===== config.mk =====
export PLATFORM = sky130hd
export DESIGN_NAME = diag_serial_poll_engine_core
export DESIGN_NICKNAME = d
export VERILOG_FILES = /design/src/rtl/core/dspe_pkg.sv /design/src/rtl/core/dspe_front.sv /design/src/rtl/core/dspe_queue.sv /design/src/rtl/core/dspe_back.sv /design/src/rtl/core/diag_serial_poll_engine_core.sv
export SDC_FILE = /design/constraint.sdc
export NUM_CORES = 1
export LEC_CHECK = 0
export ABC_AREA = 1
export BUFFER_PORTS_ARGS = -buffer_cell sky130_fd_sc_hd__buf_2
export CAP_MARGIN = 25
export CORE_UTILIZATION = 60
export DETAILED_ROUTE_END_ITERATION = 8
export PLACE_DENSITY = 0.81
export SYNTH_ARGS = -nofsm -noshare
export SYNTH_HDL_FRONTEND = slang
export SYNTH_SLANG_ARGS = --single-unit

===== constraint.sdc =====
create_clock -name clk -period 14.2 [get_ports clk]
set_input_delay 0.71 -clock clk [delete_from_list [all_inputs] [get_ports clk]]
set_output_delay 0.71 -clock clk [all_outputs]
set_load 0.01 [all_outputs]

===== src/rtl/core/dspe_pkg.sv =====
// shared types and constants for the diagnostic serial poll engine
`default_nettype none
package dspe_pkg;

    localparam logic [2:0] OP_TICK  = 3'd0;
    localparam logic [2:0] OP_BYTE  = 3'd1;
    localparam logic [2:0] OP_QUERY = 3'd2;
    localparam logic [2:0] OP_WRITE = 3'd3;
    localparam logic [2:0] OP_RESET = 3'd4;

    localparam logic [1:0] KIND_TX     = 2'd0;
    localparam logic [1:0] KIND_SAMPLE = 2'd1;
    localparam logic [1:0] KIND_STATUS = 2'd2;

    localparam logic [1:0] ST_OK        = 2'd0;
    localparam logic [1:0] ST_RETRIES   = 2'd1;
    localparam logic [1:0] ST_TIMEOUT   = 2'd2;
    localparam logic [1:0] ST_NO_ECHO   = 2'd3;

    localparam logic [7:0] CODE_ENGINE = 8'h78;
    localparam logic [7:0] CODE_TRANS  = 8'h45;
    localparam logic [7:0] CODE_STEER  = 8'h92;
    localparam logic [7:0] CODE_RESET  = 8'h12;
    localparam logic [7:0] CODE_WRITE  = 8'hAA;

    localparam logic [0:0] REG_MAX_WAIT    = 1'b0;
    localparam logic [0:0] REG_MAX_RETRIES = 1'b1;

    localparam logic [15:0] DUMMY_ADDR = 16'hFFFF;

    typedef enum logic [3:0] {
        PH_IDLE      = 4'd0,
        PH_RST_SOLO  = 4'd1,
        PH_RST_PRE   = 4'd2,
        PH_RST_RETRY = 4'd3,
        PH_Q_DUMMY   = 4'd4,
        PH_Q_WAIT    = 4'd5,
        PH_CAPTURE   = 4'd6,
        PH_WRITE     = 4'd7
    } phase_t;

    // all results caused by one input: an optional 4-byte frame and an optional tail
    typedef struct packed {
        logic             has_frame;
        logic [3:0][7:0]  frame;
        logic             has_tail;
        logic [1:0]       tail_kind;
        logic [7:0]       tail_val;
        logic [15:0]      tail_idx;
    } bundle_t;

endpackage
`default_nettype wire


===== src/rtl/core/dspe_front.sv =====
// front end: protocol state machine, turns each input into a result bundle
`default_nettype none
module dspe_front
(
    input  wire                   clk,
    input  wire                   rst_n,
    input  wire                   cfg_we,
    input  wire  [0:0]            cfg_index,
    input  wire  [7:0]            cfg_data,
    input  wire                   take,
    input  wire  [2:0]            opcode,
    input  wire  [7:0]            rx_byte,
    input  wire  [1:0]            unit,
    input  wire  [15:0]           address,
    input  wire  [15:0]           sample_count,
    input  wire  [7:0]            write_data,
    output dspe_pkg::bundle_t     bundle,
    output logic                  bundle_valid
);
    import dspe_pkg::*;

    logic [7:0]  max_wait_reg, max_retries_reg;
    logic [7:0]  fb0_reg, fb1_reg, fb0_next, fb1_next;
    logic [1:0]  frame_pos_reg, frame_pos_next;
    logic [15:0] seen_addr_reg, seen_addr_next;
    logic [7:0]  seen_val_reg, seen_val_next;
    logic        heard_reg, heard_next;
    logic [7:0]  prev_cmd_reg, prev_cmd_next;
    logic [15:0] target_reg, target_next;
    logic [15:0] wanted_reg, wanted_next;
    logic [15:0] captured_reg, captured_next;
    phase_t      phase_reg, phase_next;
    logic [7:0]  retry_reg, retry_next;
    logic [7:0]  wait_reg, wait_next;
    logic [7:0]  pending_reg, pending_next;
    logic [7:0]  rst_retry_reg, rst_retry_next;

    logic [7:0]  mw, w_inc, code;
    logic [1:0]  fpos;
    logic [15:0] qa;
    logic        do_q, q_dummy, do_rst, do_cap, do_fin;
    phase_t      rst_ph;
    logic [1:0]  fin_st;

    assign mw    = (max_wait_reg == 8'd0) ? 8'd1 : max_wait_reg;
    assign w_inc = wait_reg + 8'd1;

    always_comb
    begin
        fb0_next       = fb0_reg;
        fb1_next       = fb1_reg;
        frame_pos_next = frame_pos_reg;
        seen_addr_next = seen_addr_reg;
        seen_val_next  = seen_val_reg;
        heard_next     = heard_reg;
        prev_cmd_next  = prev_cmd_reg;
        target_next    = target_reg;
        wanted_next    = wanted_reg;
        captured_next  = captured_reg;
        phase_next     = phase_reg;
        retry_next     = retry_reg;
        wait_next      = wait_reg;
        pending_next   = pending_reg;
        rst_retry_next = rst_retry_reg;
        bundle         = '0;
        do_q           = 1'b0;
        q_dummy        = 1'b0;
        do_rst         = 1'b0;
        rst_ph         = PH_RST_SOLO;
        do_cap         = 1'b0;
        do_fin         = 1'b0;
        fin_st         = ST_OK;
        fpos           = 2'd0;
        code           = CODE_ENGINE;
        qa             = 16'd0;

        if (opcode == OP_TICK)
        begin
            case (phase_reg)
                PH_RST_SOLO, PH_RST_PRE, PH_RST_RETRY:
                begin
                    if (!heard_reg || (wait_reg >= max_wait_reg &&
                                       rst_retry_reg >= max_retries_reg))
                    begin
                        // reset finished, well or not
                        if (!heard_reg)
                            frame_pos_next = 2'd0;
                        if (phase_reg == PH_RST_SOLO)
                        begin
                            do_fin = 1'b1;
                            fin_st = heard_reg ? ST_RETRIES : ST_OK;
                        end
                        else
                        begin
                            do_q    = 1'b1;
                            q_dummy = (phase_reg == PH_RST_PRE) && (prev_cmd_reg == CODE_STEER);
                        end
                    end
                    else if (wait_reg < max_wait_reg)
                    begin
                        wait_next  = w_inc;
                        heard_next = 1'b0;
                    end
                    else
                    begin
                        rst_retry_next = rst_retry_reg + 8'd1;
                        bundle.has_frame = 1'b1;
                        bundle.frame     = {8'd0, 8'd0, 8'd0, CODE_RESET};
                        heard_next       = 1'b0;
                        wait_next        = 8'd0;
                    end
                end
                PH_Q_DUMMY:
                begin
                    wait_next = w_inc;
                    if (seen_addr_reg == DUMMY_ADDR || w_inc >= mw)
                        do_q = 1'b1;
                end
                PH_Q_WAIT:
                begin
                    wait_next = w_inc;
                    if (seen_addr_reg == target_reg)
                        do_cap = 1'b1;
                    else if (w_inc >= mw)
                    begin
                        if (retry_reg < max_retries_reg)
                        begin
                            retry_next = retry_reg + 8'd1;
                            if (prev_cmd_reg == CODE_STEER)
                                do_q = 1'b1;
                            else
                            begin
                                do_rst = 1'b1;
                                rst_ph = PH_RST_RETRY;
                            end
                        end
                        else
                        begin
                            do_fin = 1'b1;
                            fin_st = ST_RETRIES;
                        end
                    end
                end
                PH_CAPTURE:
                begin
                    if (heard_reg)
                    begin
                        wait_next  = 8'd0;
                        heard_next = 1'b0;
                    end
                    else
                        wait_next = w_inc;
                    if (captured_reg >= wanted_reg)
                        do_fin = 1'b1;
                    else if (!heard_reg && w_inc >= mw)
                    begin
                        do_fin = 1'b1;
                        fin_st = ST_TIMEOUT;
                    end
                end
                PH_WRITE:
                begin
                    wait_next = w_inc;
                    if (seen_val_reg == pending_reg)
                        do_fin = 1'b1;
                    else if (w_inc >= mw)
                    begin
                        do_fin = 1'b1;
                        fin_st = ST_NO_ECHO;
                    end
                end
                default:
                begin
                end
            endcase
        end
        else if (opcode == OP_BYTE)
        begin
            fpos       = (frame_pos_reg > 2'd2) ? 2'd0 : frame_pos_reg;
            heard_next = 1'b1;
            if (fpos == 2'd0)
                fb0_next = rx_byte;
            if (fpos == 2'd1)
                fb1_next = rx_byte;
            if (fpos != 2'd2)
                frame_pos_next = fpos + 2'd1;
            else
            begin
                frame_pos_next = 2'd0;
                seen_addr_next = {fb0_reg, fb1_reg};
                seen_val_next  = rx_byte;
                if ((phase_reg == PH_RST_PRE || phase_reg == PH_RST_RETRY ||
                     phase_reg == PH_Q_WAIT || phase_reg == PH_CAPTURE) &&
                    {fb0_reg, fb1_reg} == target_reg && captured_reg < wanted_reg)
                begin
                    bundle.has_tail  = 1'b1;
                    bundle.tail_kind = KIND_SAMPLE;
                    bundle.tail_val  = rx_byte;
                    bundle.tail_idx  = captured_reg;
                    captured_next    = captured_reg + 16'd1;
                end
            end
        end
        else if (phase_reg == PH_IDLE)
        begin
            if (opcode == OP_QUERY && unit != 2'd3)
            begin
                case (unit)
                    2'd0:    code = CODE_ENGINE;
                    2'd1:    code = CODE_TRANS;
                    default: code = CODE_STEER;
                endcase
                prev_cmd_next = code;
                target_next   = address;
                wanted_next   = sample_count;
                captured_next = 16'd0;
                retry_next    = 8'd0;
                if (prev_cmd_reg != code)
                begin
                    do_rst = 1'b1;
                    rst_ph = PH_RST_PRE;
                end
                else
                    do_q = 1'b1;
            end
            else if (opcode == OP_WRITE)
            begin
                pending_next     = write_data;
                bundle.has_frame = 1'b1;
                bundle.frame     = {write_data, address[7:0], address[15:8], CODE_WRITE};
                wait_next        = 8'd0;
                phase_next       = PH_WRITE;
                if (seen_val_reg == write_data)
                    do_fin = 1'b1;
            end
            else if (opcode == OP_RESET)
            begin
                do_rst = 1'b1;
                rst_ph = PH_RST_SOLO;
            end
        end

        if (do_rst)
        begin
            rst_retry_next   = 8'd0;
            phase_next       = rst_ph;
            bundle.has_frame = 1'b1;
            bundle.frame     = {8'd0, 8'd0, 8'd0, CODE_RESET};
            heard_next       = 1'b0;
            wait_next        = 8'd0;
        end
        if (do_q)
        begin
            qa               = q_dummy ? DUMMY_ADDR : target_next;
            bundle.has_frame = 1'b1;
            bundle.frame     = {8'd0, qa[7:0], qa[15:8], prev_cmd_next};
            wait_next        = 8'd0;
            phase_next       = q_dummy ? PH_Q_DUMMY : PH_Q_WAIT;
            if (!q_dummy && seen_addr_reg == target_next)
                do_cap = 1'b1;
        end
        if (do_cap)
        begin
            heard_next = 1'b0;
            wait_next  = 8'd0;
            phase_next = PH_CAPTURE;
            if (captured_next >= wanted_next)
                do_fin = 1'b1;
        end
        if (do_fin)
        begin
            bundle.has_tail  = 1'b1;
            bundle.tail_kind = KIND_STATUS;
            bundle.tail_val  = {6'd0, fin_st};
            phase_next       = PH_IDLE;
        end
    end

    assign bundle_valid = take && (bundle.has_frame || bundle.has_tail);

    always_ff @(posedge clk or negedge rst_n)
    begin
        if (!rst_n)
        begin
            max_wait_reg    <= 8'd10;
            max_retries_reg <= 8'd10;
            frame_pos_reg   <= 2'd0;
            seen_addr_reg   <= 16'd0;
            seen_val_reg    <= 8'd0;
            heard_reg       <= 1'b0;
            prev_cmd_reg    <= 8'd0;
            target_reg      <= 16'd0;
            wanted_reg      <= 16'd0;
            captured_reg    <= 16'd0;
            phase_reg       <= PH_IDLE;
            retry_reg       <= 8'd0;
            wait_reg        <= 8'd0;
            pending_reg     <= 8'd0;
            rst_retry_reg   <= 8'd0;
        end
        else
        begin
            if (cfg_we && cfg_index == REG_MAX_WAIT)
                max_wait_reg <= cfg_data;
            if (cfg_we && cfg_index == REG_MAX_RETRIES)
                max_retries_reg <= cfg_data;
            if (take)
            begin
                frame_pos_reg <= frame_pos_next;
                seen_addr_reg <= seen_addr_next;
                seen_val_reg  <= seen_val_next;
                heard_reg     <= heard_next;
                prev_cmd_reg  <= prev_cmd_next;
                target_reg    <= target_next;
                wanted_reg    <= wanted_next;
                captured_reg  <= captured_next;
                phase_reg     <= phase_next;
                retry_reg     <= retry_next;
                wait_reg      <= wait_next;
                pending_reg   <= pending_next;
                rst_retry_reg <= rst_retry_next;
            end
        end
    end

    // received frame bytes, meaningful only once written
    always_ff @(posedge clk)
    begin
        if (take)
        begin
            fb0_reg <= fb0_next;
            fb1_reg <= fb1_next;
        end
    end

endmodule
`default_nettype wire


===== src/rtl/core/dspe_queue.sv =====
// small bundle queue between front end and back end
`default_nettype none
module dspe_queue
#(
    parameter int DEPTH = 4
)
(
    input  wire                   clk,
    input  wire                   rst_n,
    input  wire                   push,
    input  dspe_pkg::bundle_t     push_data,
    input  wire                   pop,
    output dspe_pkg::bundle_t     head,
    output logic                  not_empty,
    output logic                  full
);
    import dspe_pkg::*;

    localparam int PW = (DEPTH > 1) ? $clog2(DEPTH) : 1;
    localparam int CW = $clog2(DEPTH + 1);

    bundle_t         mem_reg [DEPTH];
    logic [PW-1:0]   wr_ptr_reg, rd_ptr_reg;
    logic [CW-1:0]   count_reg;

    assign head      = mem_reg[rd_ptr_reg];
    assign not_empty = (count_reg != '0);
    assign full      = (count_reg == CW'(DEPTH));

    always_ff @(posedge clk)
    begin
        if (push)
            mem_reg[wr_ptr_reg] <= push_data;
    end

    always_ff @(posedge clk or negedge rst_n)
    begin
        if (!rst_n)
        begin
            wr_ptr_reg <= '0;
            rd_ptr_reg <= '0;
            count_reg  <= '0;
        end
        else
        begin
            if (push)
                wr_ptr_reg <= (wr_ptr_reg == PW'(DEPTH - 1)) ? '0 : wr_ptr_reg + 1'b1;
            if (pop)
                rd_ptr_reg <= (rd_ptr_reg == PW'(DEPTH - 1)) ? '0 : rd_ptr_reg + 1'b1;
            if (push && !pop)
                count_reg <= count_reg + 1'b1;
            else if (pop && !push)
                count_reg <= count_reg - 1'b1;
        end
    end

endmodule
`default_nettype wire


===== src/rtl/core/dspe_back.sv =====
// back end: walks a bundle and drives one result per transaction
`default_nettype none
module dspe_back
(
    input  wire                   clk,
    input  wire                   rst_n,
    input  dspe_pkg::bundle_t     head,
    input  wire                   head_valid,
    output logic                  pop,
    output logic                  out_valid,
    input  wire                   out_stall,
    output logic [1:0]            kind,
    output logic [7:0]            tx_byte,
    output logic [7:0]            sample,
    output logic [15:0]           sample_index,
    output logic [1:0]            status,
    output logic                  last
);
    import dspe_pkg::*;

    bundle_t      cur_reg;
    logic         busy_reg;
    logic [2:0]   pos_reg, pos_next;
    logic         load, is_tail, done;
    logic [1:0]   kind_next;
    logic [7:0]   tx_next, sample_next;
    logic [15:0]  idx_next;
    logic [1:0]   status_next;

    assign load = busy_reg && (!out_valid || !out_stall);
    assign pop  = !busy_reg && head_valid;

    always_comb
    begin
        is_tail     = (pos_reg == 3'd4);
        kind_next   = is_tail ? cur_reg.tail_kind : KIND_TX;
        tx_next     = is_tail ? 8'd0 : cur_reg.frame[pos_reg[1:0]];
        sample_next = (is_tail && cur_reg.tail_kind == KIND_SAMPLE) ? cur_reg.tail_val : 8'd0;
        idx_next    = (is_tail && cur_reg.tail_kind == KIND_SAMPLE) ? cur_reg.tail_idx : 16'd0;
        status_next = (is_tail && cur_reg.tail_kind == KIND_STATUS) ? cur_reg.tail_val[1:0]
                                                                   : ST_OK;
        done        = is_tail || (pos_reg == 3'd3 && !cur_reg.has_tail);
        pos_next    = pos_reg + 3'd1;
    end

    always_ff @(posedge clk)
    begin
        if (pop)
            cur_reg <= head;
        if (load)
        begin
            kind         <= kind_next;
            tx_byte      <= tx_next;
            sample       <= sample_next;
            sample_index <= idx_next;
            status       <= status_next;
            last         <= done;
        end
    end

    always_ff @(posedge clk or negedge rst_n)
    begin
        if (!rst_n)
        begin
            busy_reg  <= 1'b0;
            pos_reg   <= 3'd0;
            out_valid <= 1'b0;
        end
        else
        begin
            if (pop)
            begin
                busy_reg <= 1'b1;
                pos_reg  <= head.has_frame ? 3'd0 : 3'd4;
            end
            else if (load)
            begin
                busy_reg <= !done;
                pos_reg  <= pos_next;
            end
            if (load)
                out_valid <= 1'b1;
            else if (!out_stall)
                out_valid <= 1'b0;
        end
    end

endmodule
`default_nettype wire


===== src/rtl/core/diag_serial_poll_engine_core.sv =====
// top level of the diagnostic serial poll engine
//
//  channel   direction  handshake            payload
//  in        to core    in_valid / in_stall  opcode rx_byte unit address sample_count write_data
//  out       from core  out_valid/out_stall  kind tx_byte sample sample_index status last
//  cfg       to core    cfg_we               cfg_index cfg_data
//
// the front end takes one input transaction per cycle while the queue has room and
// updates the protocol state at once; each input yields up to five results
// the back end sends one result per cycle while out_stall is low, so a command frame with
// status drains as five results; it pops the next bundle only after the last result of the current one
// in_stall rises only when the bundle queue is full; out_stall holds the output register
// reset is asynchronous active low and returns the protocol to idle with default waits
`default_nettype none
module diag_serial_poll_engine_core
#(
    parameter int QUEUE_DEPTH = 4
)
(
    input  wire           clk,
    input  wire           rst_n,
    input  wire           cfg_we,
    input  wire  [0:0]    cfg_index,
    input  wire  [7:0]    cfg_data,
    input  wire           in_valid,
    output logic          in_stall,
    input  wire  [2:0]    opcode,
    input  wire  [7:0]    rx_byte,
    input  wire  [1:0]    unit,
    input  wire  [15:0]   address,
    input  wire  [15:0]   sample_count,
    input  wire  [7:0]    write_data,
    output logic          out_valid,
    input  wire           out_stall,
    output logic [1:0]    kind,
    output logic [7:0]    tx_byte,
    output logic [7:0]    sample,
    output logic [15:0]   sample_index,
    output logic [1:0]    status,
    output logic          last
);
    import dspe_pkg::*;

    bundle_t  fr_bundle, q_head;
    logic     fr_valid, q_full, q_not_empty, q_pop, take;

    // an input transaction completes whenever the queue can take its bundle
    assign in_stall = q_full;
    assign take     = in_valid && !q_full;

    dspe_front u_front
    (
        .clk          (clk),
        .rst_n        (rst_n),
        .cfg_we       (cfg_we),
        .cfg_index    (cfg_index),
        .cfg_data     (cfg_data),
        .take         (take),
        .opcode       (opcode),
        .rx_byte      (rx_byte),
        .unit         (unit),
        .address      (address),
        .sample_count (sample_count),
        .write_data   (write_data),
        .bundle       (fr_bundle),
        .bundle_valid (fr_valid)
    );

    // bundles with no results never enter the queue
    dspe_queue #(.DEPTH(QUEUE_DEPTH)) u_queue
    (
        .clk       (clk),
        .rst_n     (rst_n),
        .push      (fr_valid),
        .push_data (fr_bundle),
        .pop       (q_pop),
        .head      (q_head),
        .not_empty (q_not_empty),
        .full      (q_full)
    );

    dspe_back u_back
    (
        .clk          (clk),
        .rst_n        (rst_n),
        .head         (q_head),
        .head_valid   (q_not_empty),
        .pop          (q_pop),
        .out_valid    (out_valid),
        .out_stall    (out_stall),
        .kind         (kind),
        .tx_byte      (tx_byte),
        .sample       (sample),
        .sample_index (sample_index),
        .status       (status),
        .last         (last)
    );

endmodule
`default_nettype wire


Yosys cells after proc, flatten, opt, wreduce, memory -nomap -nowiden
Memory sizes are Yosys's and may differ from the RTL's.
Index checks and enable logic that the tools add are counted.
{ "classes": {"n_reduce_logical": 66, "eq_ne": 50, "multipliers": 0, "muxes": 177, "n_lt_le_gt_ge": 10, "addsub": 10, "n_div": 0, "n_bitwise": 5, "shifts": 0} }
{ "ops": {"columns": ["op", "n"], "rows": [
  ["$mux 33", 10],
  ["$mux 8", 34],
  ["$mux 16", 15],
  ["$mux 27", 4],
  ["$mux 1", 64],
  ["$mux 4", 16],
  ["$eq 16x16->1", 3],
  ["$mux 2", 21],
  ["$ge 16x16->1", 2],
  ["$ne 5x1->1 const B", 5],
  ["$add 8x1->8 const B", 3],
  ["$ge 8x8->1", 3],
  ["$pmux 8 s3", 1],
  ["$reduce_bool 5->1", 4],
  ["$logic_and 1x1->1", 18],
  ["$ne 2x2->1 const B", 9],
  ["$add 16x1->16 const B", 1],
  ["$bmux 8 s2", 1],
  ["$eq 16x16->1 const B", 1],
  ["$eq 4x3->1 const B", 4],
  ["$eq 8x8->1", 2],
  ["$lt 16x16->1", 1],
  ["$lt 8x8->1", 2],
  ["$pmux 8 s2", 1],
  ["40 further kinds", 93]
]} }
{ "word_totals": {"mem_count": 1, "ff_bits": 259, "mem_bits_ro": 0, "inputBits": 67, "mem_bits_rw": 240, "output_inout_bits": 39, "latchBits": 0} }
{ "memory_table": {"columns": ["memory", "depth", "word_bits", "rd", "rd_clocked_by_memory_dff", "write_ports", "line", "rtl"], "rows": [
  ["u_queue.mem_reg", 4, 60, 1, 0, 1, "dspe_queue.sv:22", "bundle_t mem_reg [DEPTH];"]
]} }

Depth between registers and ports, before layout
Gate-level depths: netlist of run 1.
{ "depth": {"ltp_word": 21, "mapped_depth": 39} }

Cells and area by module
From an unflattened synthesis of run 1, not the netlist that was laid out.
{ "hier_totals": {"hier_cells": 2640, "area_unflattened_um2": 24868.9} }
{ "modules_own_cells": {"columns": ["module", "n_inst", "seq_area_each_um2", "area_per_inst_um2", "cells_each"], "rows": [
  ["dspe_front", 1, 3838.7, 11184.5, 1607],
  ["dspe_queue", 1, 7382.1, 9867.0, 753],
  ["dspe_back", 1, 3007.9, 3807.4, 278],
  ["diag_serial_poll_engine_core", 1, 0.0, 10.0, 2]
]} }

Least setup slack after synthesis of run 1
No wires, ideal clock.
{ "synth_path": {"path_type": "in2reg", "start": "in unit[1]", "end": "mem u_queue.mem_reg[0][0] (netlist name), enable pin", "path_buffers": 4, "required_time_ns": 13.722, "t_arrival_ns": 5.856, "cell_stages": 27, "slack_ns": 7.866, "path_cell_list": "buf_6 -> nand2_2 -> nand2_2 -> nor2_8 -> nand2_8 -> inv_2 -> clkbuf_1 -> clkbuf_1 -> clkbuf_1 -> o21a_1 -> ha_1 -> nand2_1 -> o21ai_0 -> nand2_1 -> nand2_1 -> nand2_1 -> nand2_1 -> nand2_1 -> nand2_1 -> nand2_1 -> nand2_1 -> nand2_1 -> nand2_1 -> nand2_1 -> nand4_1 -> nand2_2 -> nor2_1"} }
{ "synth_between": {"elab_chain_cells": 19, "word_cells_on_any_way": 54, "classes_between": "1 x order compare; 4 x eq/ne; 44 x mux; 5 x reduce/logical"} }
{ "synth_rtl": {"columns": ["element", "line", "rtl"], "rows": [
  ["start, declared", "diag_serial_poll_engine_core.sv:29", "input wire [1:0] unit,"],
  ["$eq 2x1->1 / $logic_not 2->1 (equally long branches)", "dspe_front.sv:208", "case (unit)"],
  ["$pmux 8 s2", "dspe_front.sv:208", null],
  ["$mux 8", "dspe_front.sv:206", "if (opcode == OP_QUERY && unit != 2'd3)"],
  ["$mux 8", "dspe_front.sv:204", "else if (phase_reg == PH_IDLE)"],
  ["$mux 8", "dspe_front.sv:177", "else if (opcode == OP_BYTE)"],
  ["$mux 8", "dspe_front.sv:77", "if (opcode == OP_TICK)"],
  ["$ne 8x8->1", "dspe_front.sv:218", "if (prev_cmd_reg != code)"],
  ["$mux 1", "dspe_front.sv:218", null],
  ["[3 not listed]", null, null],
  ["$mux 1", "dspe_front.sv:77", null],
  ["$mux 1", "dspe_front.sv:252", "if (do_q)"],
  ["$mux 1", "dspe_front.sv:262", "if (do_cap)"],
  ["$mux 11", "dspe_front.sv:270", "if (do_fin)"],
  ["$logic_or 1x1->1 (*)", "dspe_front.sv:279", "assign bundle_valid = take && (bundle.has_frame || bundle.has_tail);"],
  ["$logic_and 1x1->1 (*)", "dspe_front.sv:279", null],
  ["$mux 1 (*)", "dspe_queue.sv:32", "if (push)"],
  ["$mux 1 (implied by the code) (*)", "dspe_queue.sv:33", "mem_reg[wr_ptr_reg] <= push_data;"],
  ["end, declared", "dspe_queue.sv:22", null]
]} }
Mark *: on every way between the ends. The rest lies on a longest branch, timed or not. The select of a mux whose other input is x is not followed.

Worst setup path after layout of run 1
{ "layout_path": {"start": "reg u_front.phase_reg[2]", "end": "mem u_queue.mem_reg[2][3] (netlist name), enable pin"} }
{ "layout_between": {"elab_chain_cells": 18, "word_cells_on_any_way": 71, "classes_between": "1 x order compare; 8 x eq/ne; 50 x mux; 12 x reduce/logical"} }
{ "layout_rtl": {"columns": ["element", "line", "rtl"], "rows": [
  ["start, declared", "dspe_front.sv:32", "phase_t phase_reg, phase_next;"],
  ["start signal, assigned", "dspe_front.sv:317", "phase_reg <= phase_next;"],
  ["$eq 4x2->1", "dspe_front.sv:192", "if ((phase_reg == PH_RST_PRE || phase_reg == PH_RST_RETRY ||"],
  ["$logic_or 1x1->1 (2 in a row)", "dspe_front.sv:192", null],
  ["$logic_or 1x1->1", "dspe_front.sv:193", "phase_reg == PH_Q_WAIT || phase_reg == PH_CAPTURE) &&"],
  ["$logic_and 1x1->1", "dspe_front.sv:193", null],
  ["$logic_and 1x1->1", "dspe_front.sv:194", "{fb0_reg, fb1_reg} == target_reg && captured_reg < wanted_reg)"],
  ["$mux 16", "dspe_front.sv:192", null],
  ["$mux 16", "dspe_front.sv:185", "if (fpos != 2'd2)"],
  ["$mux 16 (*)", "dspe_front.sv:177", null],
  ["[1 not listed]", null, null],
  ["named net u_front.captured_next[2]", "dspe_front.sv:31", "logic [15:0] captured_reg, captured_next;"],
  ["$ge 16x16->1 (*)", "dspe_front.sv:267", "if (captured_next >= wanted_next)"],
  ["$mux 1 (*)", "dspe_front.sv:267", null],
  ["$mux 1 (*)", "dspe_front.sv:262", null],
  ["$mux 11 (*)", "dspe_front.sv:270", null],
  ["$logic_or 1x1->1 (*)", "dspe_front.sv:279", null],
  ["$logic_and 1x1->1 (*)", "dspe_front.sv:279", null],
  ["$mux 1 (*)", "dspe_queue.sv:32", null],
  ["$mux 1 (implied by the code) (*)", "dspe_queue.sv:33", null]
]} }
Mark *: on every way through the listed nets, which the timed path passes. The rest lies on a longest branch.

==> impl_metrics.tcl, run 1 <==
set metrics [dict create \
    io_pins 106 \
    synth_fp_nets 2663 \
    largest_register_ffs 240 \
    reg2reg_from "u_front.phase_reg[2]" \
    synth_fa_ha_area_share_pct 4.19 \
    synth_edf_count 352 \
    grt_pass1_wl_um 97400 \
    dp_hpwl_um 42000 \
    netlist_area_um2 24100 \
    dr.pass1.iters 6 \
    cp-end-kind "register" \
    clockBufferDepth 3 \
    synth_seq_cells 498 \
    worstSkewPairLatency_ps 610 \
    seq_area_um2 14200 \
    required_ps 14450 \
    die_h_um 202 \
    core_um2 39600 \
    startpoint "u_front.phase_reg[2]" \
    drive_gt1_share_pct 9.55 \
    root_buffer "clkbuf_16" \
    min_period_over_period_pct 43.3 \
    cp_common_cell "nand2_1" \
    drc 0 \
    clk_pin_slew_ps 60 \
    crit_end "u_queue.mem_reg[2][3]" \
    worstSetupPathType "register to register" \
    grt_overflow 0 \
    r2r_setup_slack_ps 8050 \
    powerDensity_nw_per_um2 188 \
    final_core_util_pct 67.7 \
    post-cts-setup-buffers 0 \
    finalPower_mw 5.04 \
    fillers 3012 \
    rsz0062_at_grt "no" \
    async_flop_share_pct 29.3 \
    drt-vias-per-instance 5.85 \
    clock_skew_ps 21.1 \
    status "completed" \
    die_x_um 202 \
    final_cell_mix "nand2_1 (500), edfxtp_1 (352), nor2_1 (313)" \
    cts_tree "built" \
    grt_max_degree 79 \
    rows 73 \
    hold_ws_ps 136 \
    peakVddDrop_mv 0.129 \
    grtUsageTotal_pct 30.8 \
    setup-tns-final_ps 0 \
    worst_pin_slew_ps 887 \
    yosysSeqAreaShare_pct 59.1 \
    critPathArrivalTime_ps 6400 \
    clkSinkCount 498 \
    p_leak_nw 11.5 \
    cts_resized 0 \
    dr_total_vias 18553 \
    io_buffers 105 \
    start_kind "register" \
    wl_um 62100 \
    hold_viol_final 0 \
    synth_xor_area_share_pct 1.42 \
    start_util_pct 60.7 \
    multi_input_area_um2 8420 \
    slew_viol_final 0 \
    dieArea_um2 40900 \
    ys_types 54 \
    worstRegToRegCells 30 \
    grt_pass1_vias 18133 \
    antenna_left 0 \
    cpMaxStageDelayCell "nor2_4" \
    cts_htree_levels 2 \
    max_freq_mhz 163 \
    ctsHoldBuffers 0 \
    synth_warnings 0 \
    ys.flop_type "edfxtp_1" \
    synth_top_family_by_area "simple AND/OR/NAND/NOR gates" \
    nets 2753 \
    cpLargestDelayFamily "simple AND/OR/NAND/NOR gates" \
    hold_path_class "input port to asynchronous set/reset pin" \
    max_cap_viol_count 0 \
    detail_route.wl_per_cell_um 19.6 \
    gp_congestion 0.936 \
    cts_made_buffers 50 \
    final.min_clock_period_ps 6150 \
    r2r-end "u_queue.mem_reg[2][3]" \
    critPathMaxStageDelay_ps 720 \
    fin_cells 3174 \
    grt_antenna_before_repair 1 \
    synth_compound_area_share_pct 11.0 \
    crit_fanout 34 \
    synth_cells 2516 \
    final_common_cell "nand2_1" \
    syn_area_per_cell_um2 9.57 \
    path_depth 30 \
    maxSlewHeadroom_pct 40.8 \
    area_growth_pct 11.6 \
    synthMuxAreaShare_pct 0.130 \
    placed_cells 3077 \
    setup_viol 0 \
    drt_iter0_markers 2011 \
    synth_simple_gate_area_share_pct 18.1 \
    path_buf_inv 3 \
]
-- synthesized netlist by cell type, drive strengths merged (4+ instances only) --
master  count  area (um^2)
a21oi      57          285
a32o        4         40.0
buf         9         62.6
clkbuf     79          297
dfrtp     142         3550
dfstp       4          105
edfxtp    352        10600
ha         79          988
inv       289         1080
nand2     507         1940
nand3     117          623
nand4      35          219
nor2      324         1260
nor3       30          155
nor3b       4         30.0
nor4       11         68.8
o211ai      6         45.0
o21a       14          105
o21ai     305         1550
o22ai      77          482
or2         7         43.8
xnor2      24          210
xor2       15          131
-- through the flow --
step | area [um^2] | setup WS [ps]
floorplan | 24100 | 7870
global placement | 25100 | 8130
detailed placement | 25100 | 7950
CTS | 26800 | 8060
global route | 26800 | 7470
finish | 26800 | 8050
-- worst reg2reg max path, delay by kind of cell, from the launching register on --
kind	cells	cell delay (ps)
compound gates	1	160
simple gates	25	3770
fa+ha+maj	1	260
buf+inv	3	930
flops	1	680
-- worst min-delay path by stage --
stage                                     from                    endpoint  slack, ps  depth (start not counted)
floorplan                                rst_n             u_back.busy_reg        410                          0
global placement    u_front.max_retries_reg[7]  u_front.max_retries_reg[7]        470                          2
detailed placement  u_front.max_retries_reg[2]  u_front.max_retries_reg[2]        480                          2
CTS                                      rst_n           u_back.pos_reg[1]        180                          1
global route                             rst_n           u_back.pos_reg[1]        200                          1
finish                                   rst_n           u_back.pos_reg[1]        140                          1
-- report_power, final --
group / leakage (nW) / switching [mW] / internal (mW) / total (mW)
Sequential: 5.03 / 0.236 / 1.90 / 2.14
Combinational: 5.61 / 1.03 / 0.501 / 1.53
Clock: 0.834 / 0.572 / 0.800 / 1.37
Total: 11.5 / 1.84 / 3.20 / 5.04
-- final cells by class --
class                   instances  area share [%]
flip-flops and latches        498            53.0
multi-input cells            1638            31.4
clock buffers                  74            5.37
inverters                     292            4.08
repair buffers                126            2.72
well taps                     525            2.45
clock inverters                20            1.01
diodes                          1         0.00932
-- layer usage --
layer,global-route usage [%],vias to the layer above,routed length [um]
li1,-,8724,-
met1,41.1,8775,24700
met2,49.6,901,29300
met3,5.19,153,5640
met4,13.7,0,2470
met5,0,-,0
-- logic make-up (layout without fill, tap and decap cells) --
group,after synthesis,count (layout)
simple gates,1035,1035
fa+ha+maj,80,80
flops,498,498
xor+xnor,39,39
other cells,0,1
mux,3,3
buf+inv,380,512
compound gates,481,481
No activity file was read; power rests on OpenSTA's default activity.
==> run 2, diff against run 1 <==
clock period = 6.3 ns   (was 14.2 ns; I/O delays follow)
==> run 2 against run 1 <==
  * Utilization rose by 0.47 points
  * Die area unchanged
  * Register-to-register slack worse by 7400 ps
  * Combinational power grew 130%
  * Maximum frequency increased by 9.3%
  * Flip-flop and latch count unchanged
  * Power up 120%
  * Hold slack lost 120 ps
  * Sequential power increased by 120%
==> impl_metrics.tcl, run 2 (synthesis results as in run 1) <==
set metrics [dict create \
    status "completed" \
    final_core_util_pct 68.2 \
    antenna_left 0 \
    drt_iter0_markers 1785 \
    max_freq_mhz 178 \
    clockBufferDepth 3 \
    drive_gt1_share_pct 10.2 \
    dr_total_vias 18709 \
    required_ps 6780 \
    fin_area_um2 27000 \
    crit_fanout 15 \
    hold_viol_final 0 \
    p_leak_nw 11.5 \
    min_period_over_period_pct 89.3 \
    final_common_cell "nand2_1" \
    pwr-share-seq_pct 42.5 \
    grtUsageTotal_pct 30.6 \
    grt_overflow 0 \
    cp-end-kind "register" \
    grt_max_degree 82 \
    die_x_um 202 \
    drc 0 \
    worstSkewPairLatency_ps 600 \
    final.min_clock_period_ps 5620 \
    largest_register_ffs 240 \
    hold_path_class "input port to register" \
    dp_hpwl_um 41500 \
    power_switching_mw 4.18 \
    maxSlewHeadroom_pct 44.1 \
    combPwrFrac_pct 31.2 \
    slew_viol_final 0 \
    finalPower_mw 11.2 \
    dieArea_um2 40900 \
    cp_common_cell "nand2_1" \
    cts_htree_levels 2 \
    post-cts-setup-buffers 0 \
    internal-power_mw 7.05 \
    clock_skew_ps 34.7 \
    detail_route.wl_per_cell_um 19.4 \
    max_cap_viol_count 0 \
    dpl_cell_area_um2 25200 \
    path_buf_inv 4 \
    clkPwrFrac_pct 26.3 \
    nets 2775 \
    grt_pass1_vias 18253 \
    setup-tns-final_ps 0 \
    cts_tree "built" \
    powerDensity_nw_per_um2 415 \
    seq_area_um2 14200 \
    worstSetupPathType "register to register" \
    root_buffer "clkbuf_16" \
    critPathArrivalTime_ps 6100 \
    wl_um 61900 \
    multi_input_area_um2 8430 \
    cpLargestDelayFamily "simple AND/OR/NAND/NOR gates" \
    core_um2 39600 \
    gp_congestion 0.948 \
    peakVddDrop_mv 0.243 \
    cpMaxStageDelayCell "dfrtp_1" \
    grt_pass1_wl_um 96800 \
    critPathMaxStageDelay_ps 450 \
    rows 73 \
    dr.pass1.iters 5 \
    worst_pin_slew_ps 835 \
    start_kind "register" \
    clk_pin_slew_ps 70 \
    io_pins 106 \
    area_growth_pct 12.3 \
    rsz0062_at_grt "no" \
    io_buffers 105 \
    p_sw_share_pct 37.2 \
    cts_made_buffers 50 \
    clkSinkCount 498 \
    setup_viol 0 \
    grt_antenna_before_repair 2 \
    die_h_um 202 \
    final_cell_mix "nand2_1 (499), edfxtp_1 (352), nor2_1 (311)" \
    start_util_pct 60.7 \
    drt-vias-per-instance 5.86 \
    fillers 2983 \
]
run 2: changes by cell type in the layout (fill, tap and decap cells not counted), sizes merged:
cell	change
clkinvlp	+10
inv	+4
buf	+5
dlygate4sd3	+17
clkbuf	-22
clkinv	+7
bufinv	-2
run 2: area by class of cell:
type / instances / area share, %
Clock buffer: 52 / 4.69
Tap cell: 525 / 2.43
Antenna cell: 1 / 0.00926
Timing Repair Buffer: 148 / 3.65
Multi-Input combinational cell: 1638 / 31.2
Clock inverter: 39 / 1.33
Sequential cell: 498 / 52.6
Inverter: 292 / 4.05
run 2: timing repair:
item | CTS | global route
endpoints found under the hold margin | 83 | 0
resized for setup | 0 | 5
hold buffers | 17 | 0
endpoints found under the setup margin | 0 | 2
run 2: metal layers:
layer	GRT usage, %	vias up	wire, um
met1	39.1	8949	24400
met2	51.5	838	29900
li1	-	8765	-
met5	0	-	0
met4	12.9	0	2490
met3	5.50	157	5200
run 2: path summary, 6_finish.rpt:
check,from,end,slack (ps),depth (start not counted)
setup / recovery,u_front.captured_reg[13],u_queue.count_reg[1],680,30
hold / removal,address[4],u_front.target_reg[4],10,3
min in group asynchronous,rst_n,u_front.pending_reg[6],320,2
setup reg to reg,u_front.captured_reg[13],u_queue.count_reg[1],680,30
hold reg to reg,u_back.out_valid,u_back.out_valid,490,2
max in group asynchronous,rst_n,u_front.retry_reg[4],4670,4
run 2: tightest hold or removal path: stages:
cell and delay [ps]:
buf_2 130, nand2_1 60, o21ai_0 70
run 2: power groups by stage:
stage / registers [mW] / logic [mW] / clock network (mW)
2_1_floorplan: 4.71 / 2.44 / 0
3_3_place_gp: 4.79 / 3.27 / 0
3_5_place_dp: 4.82 / 3.41 / 0
4_1_cts: 4.76 / 3.47 / 2.98
5_1_grt: 4.84 / 3.93 / 3.11
6_report: 4.77 / 3.50 / 2.95
run 2: per-stage QoR:
| step | cells | worst slack, ps | hold slack (ps) |
|---|---|---|---|
| final | 3193 | 675 | 12.6 |
| after detailed placement | 3083 | 536 | 388 |
| after global placement | 3082 | 726 | 382 |
| after floorplan | 2516 | 85.0 | 19.4 |
| after global routing | 3193 | 117 | 13.7 |
| after CTS | 3191 | 458 | 0.573 |
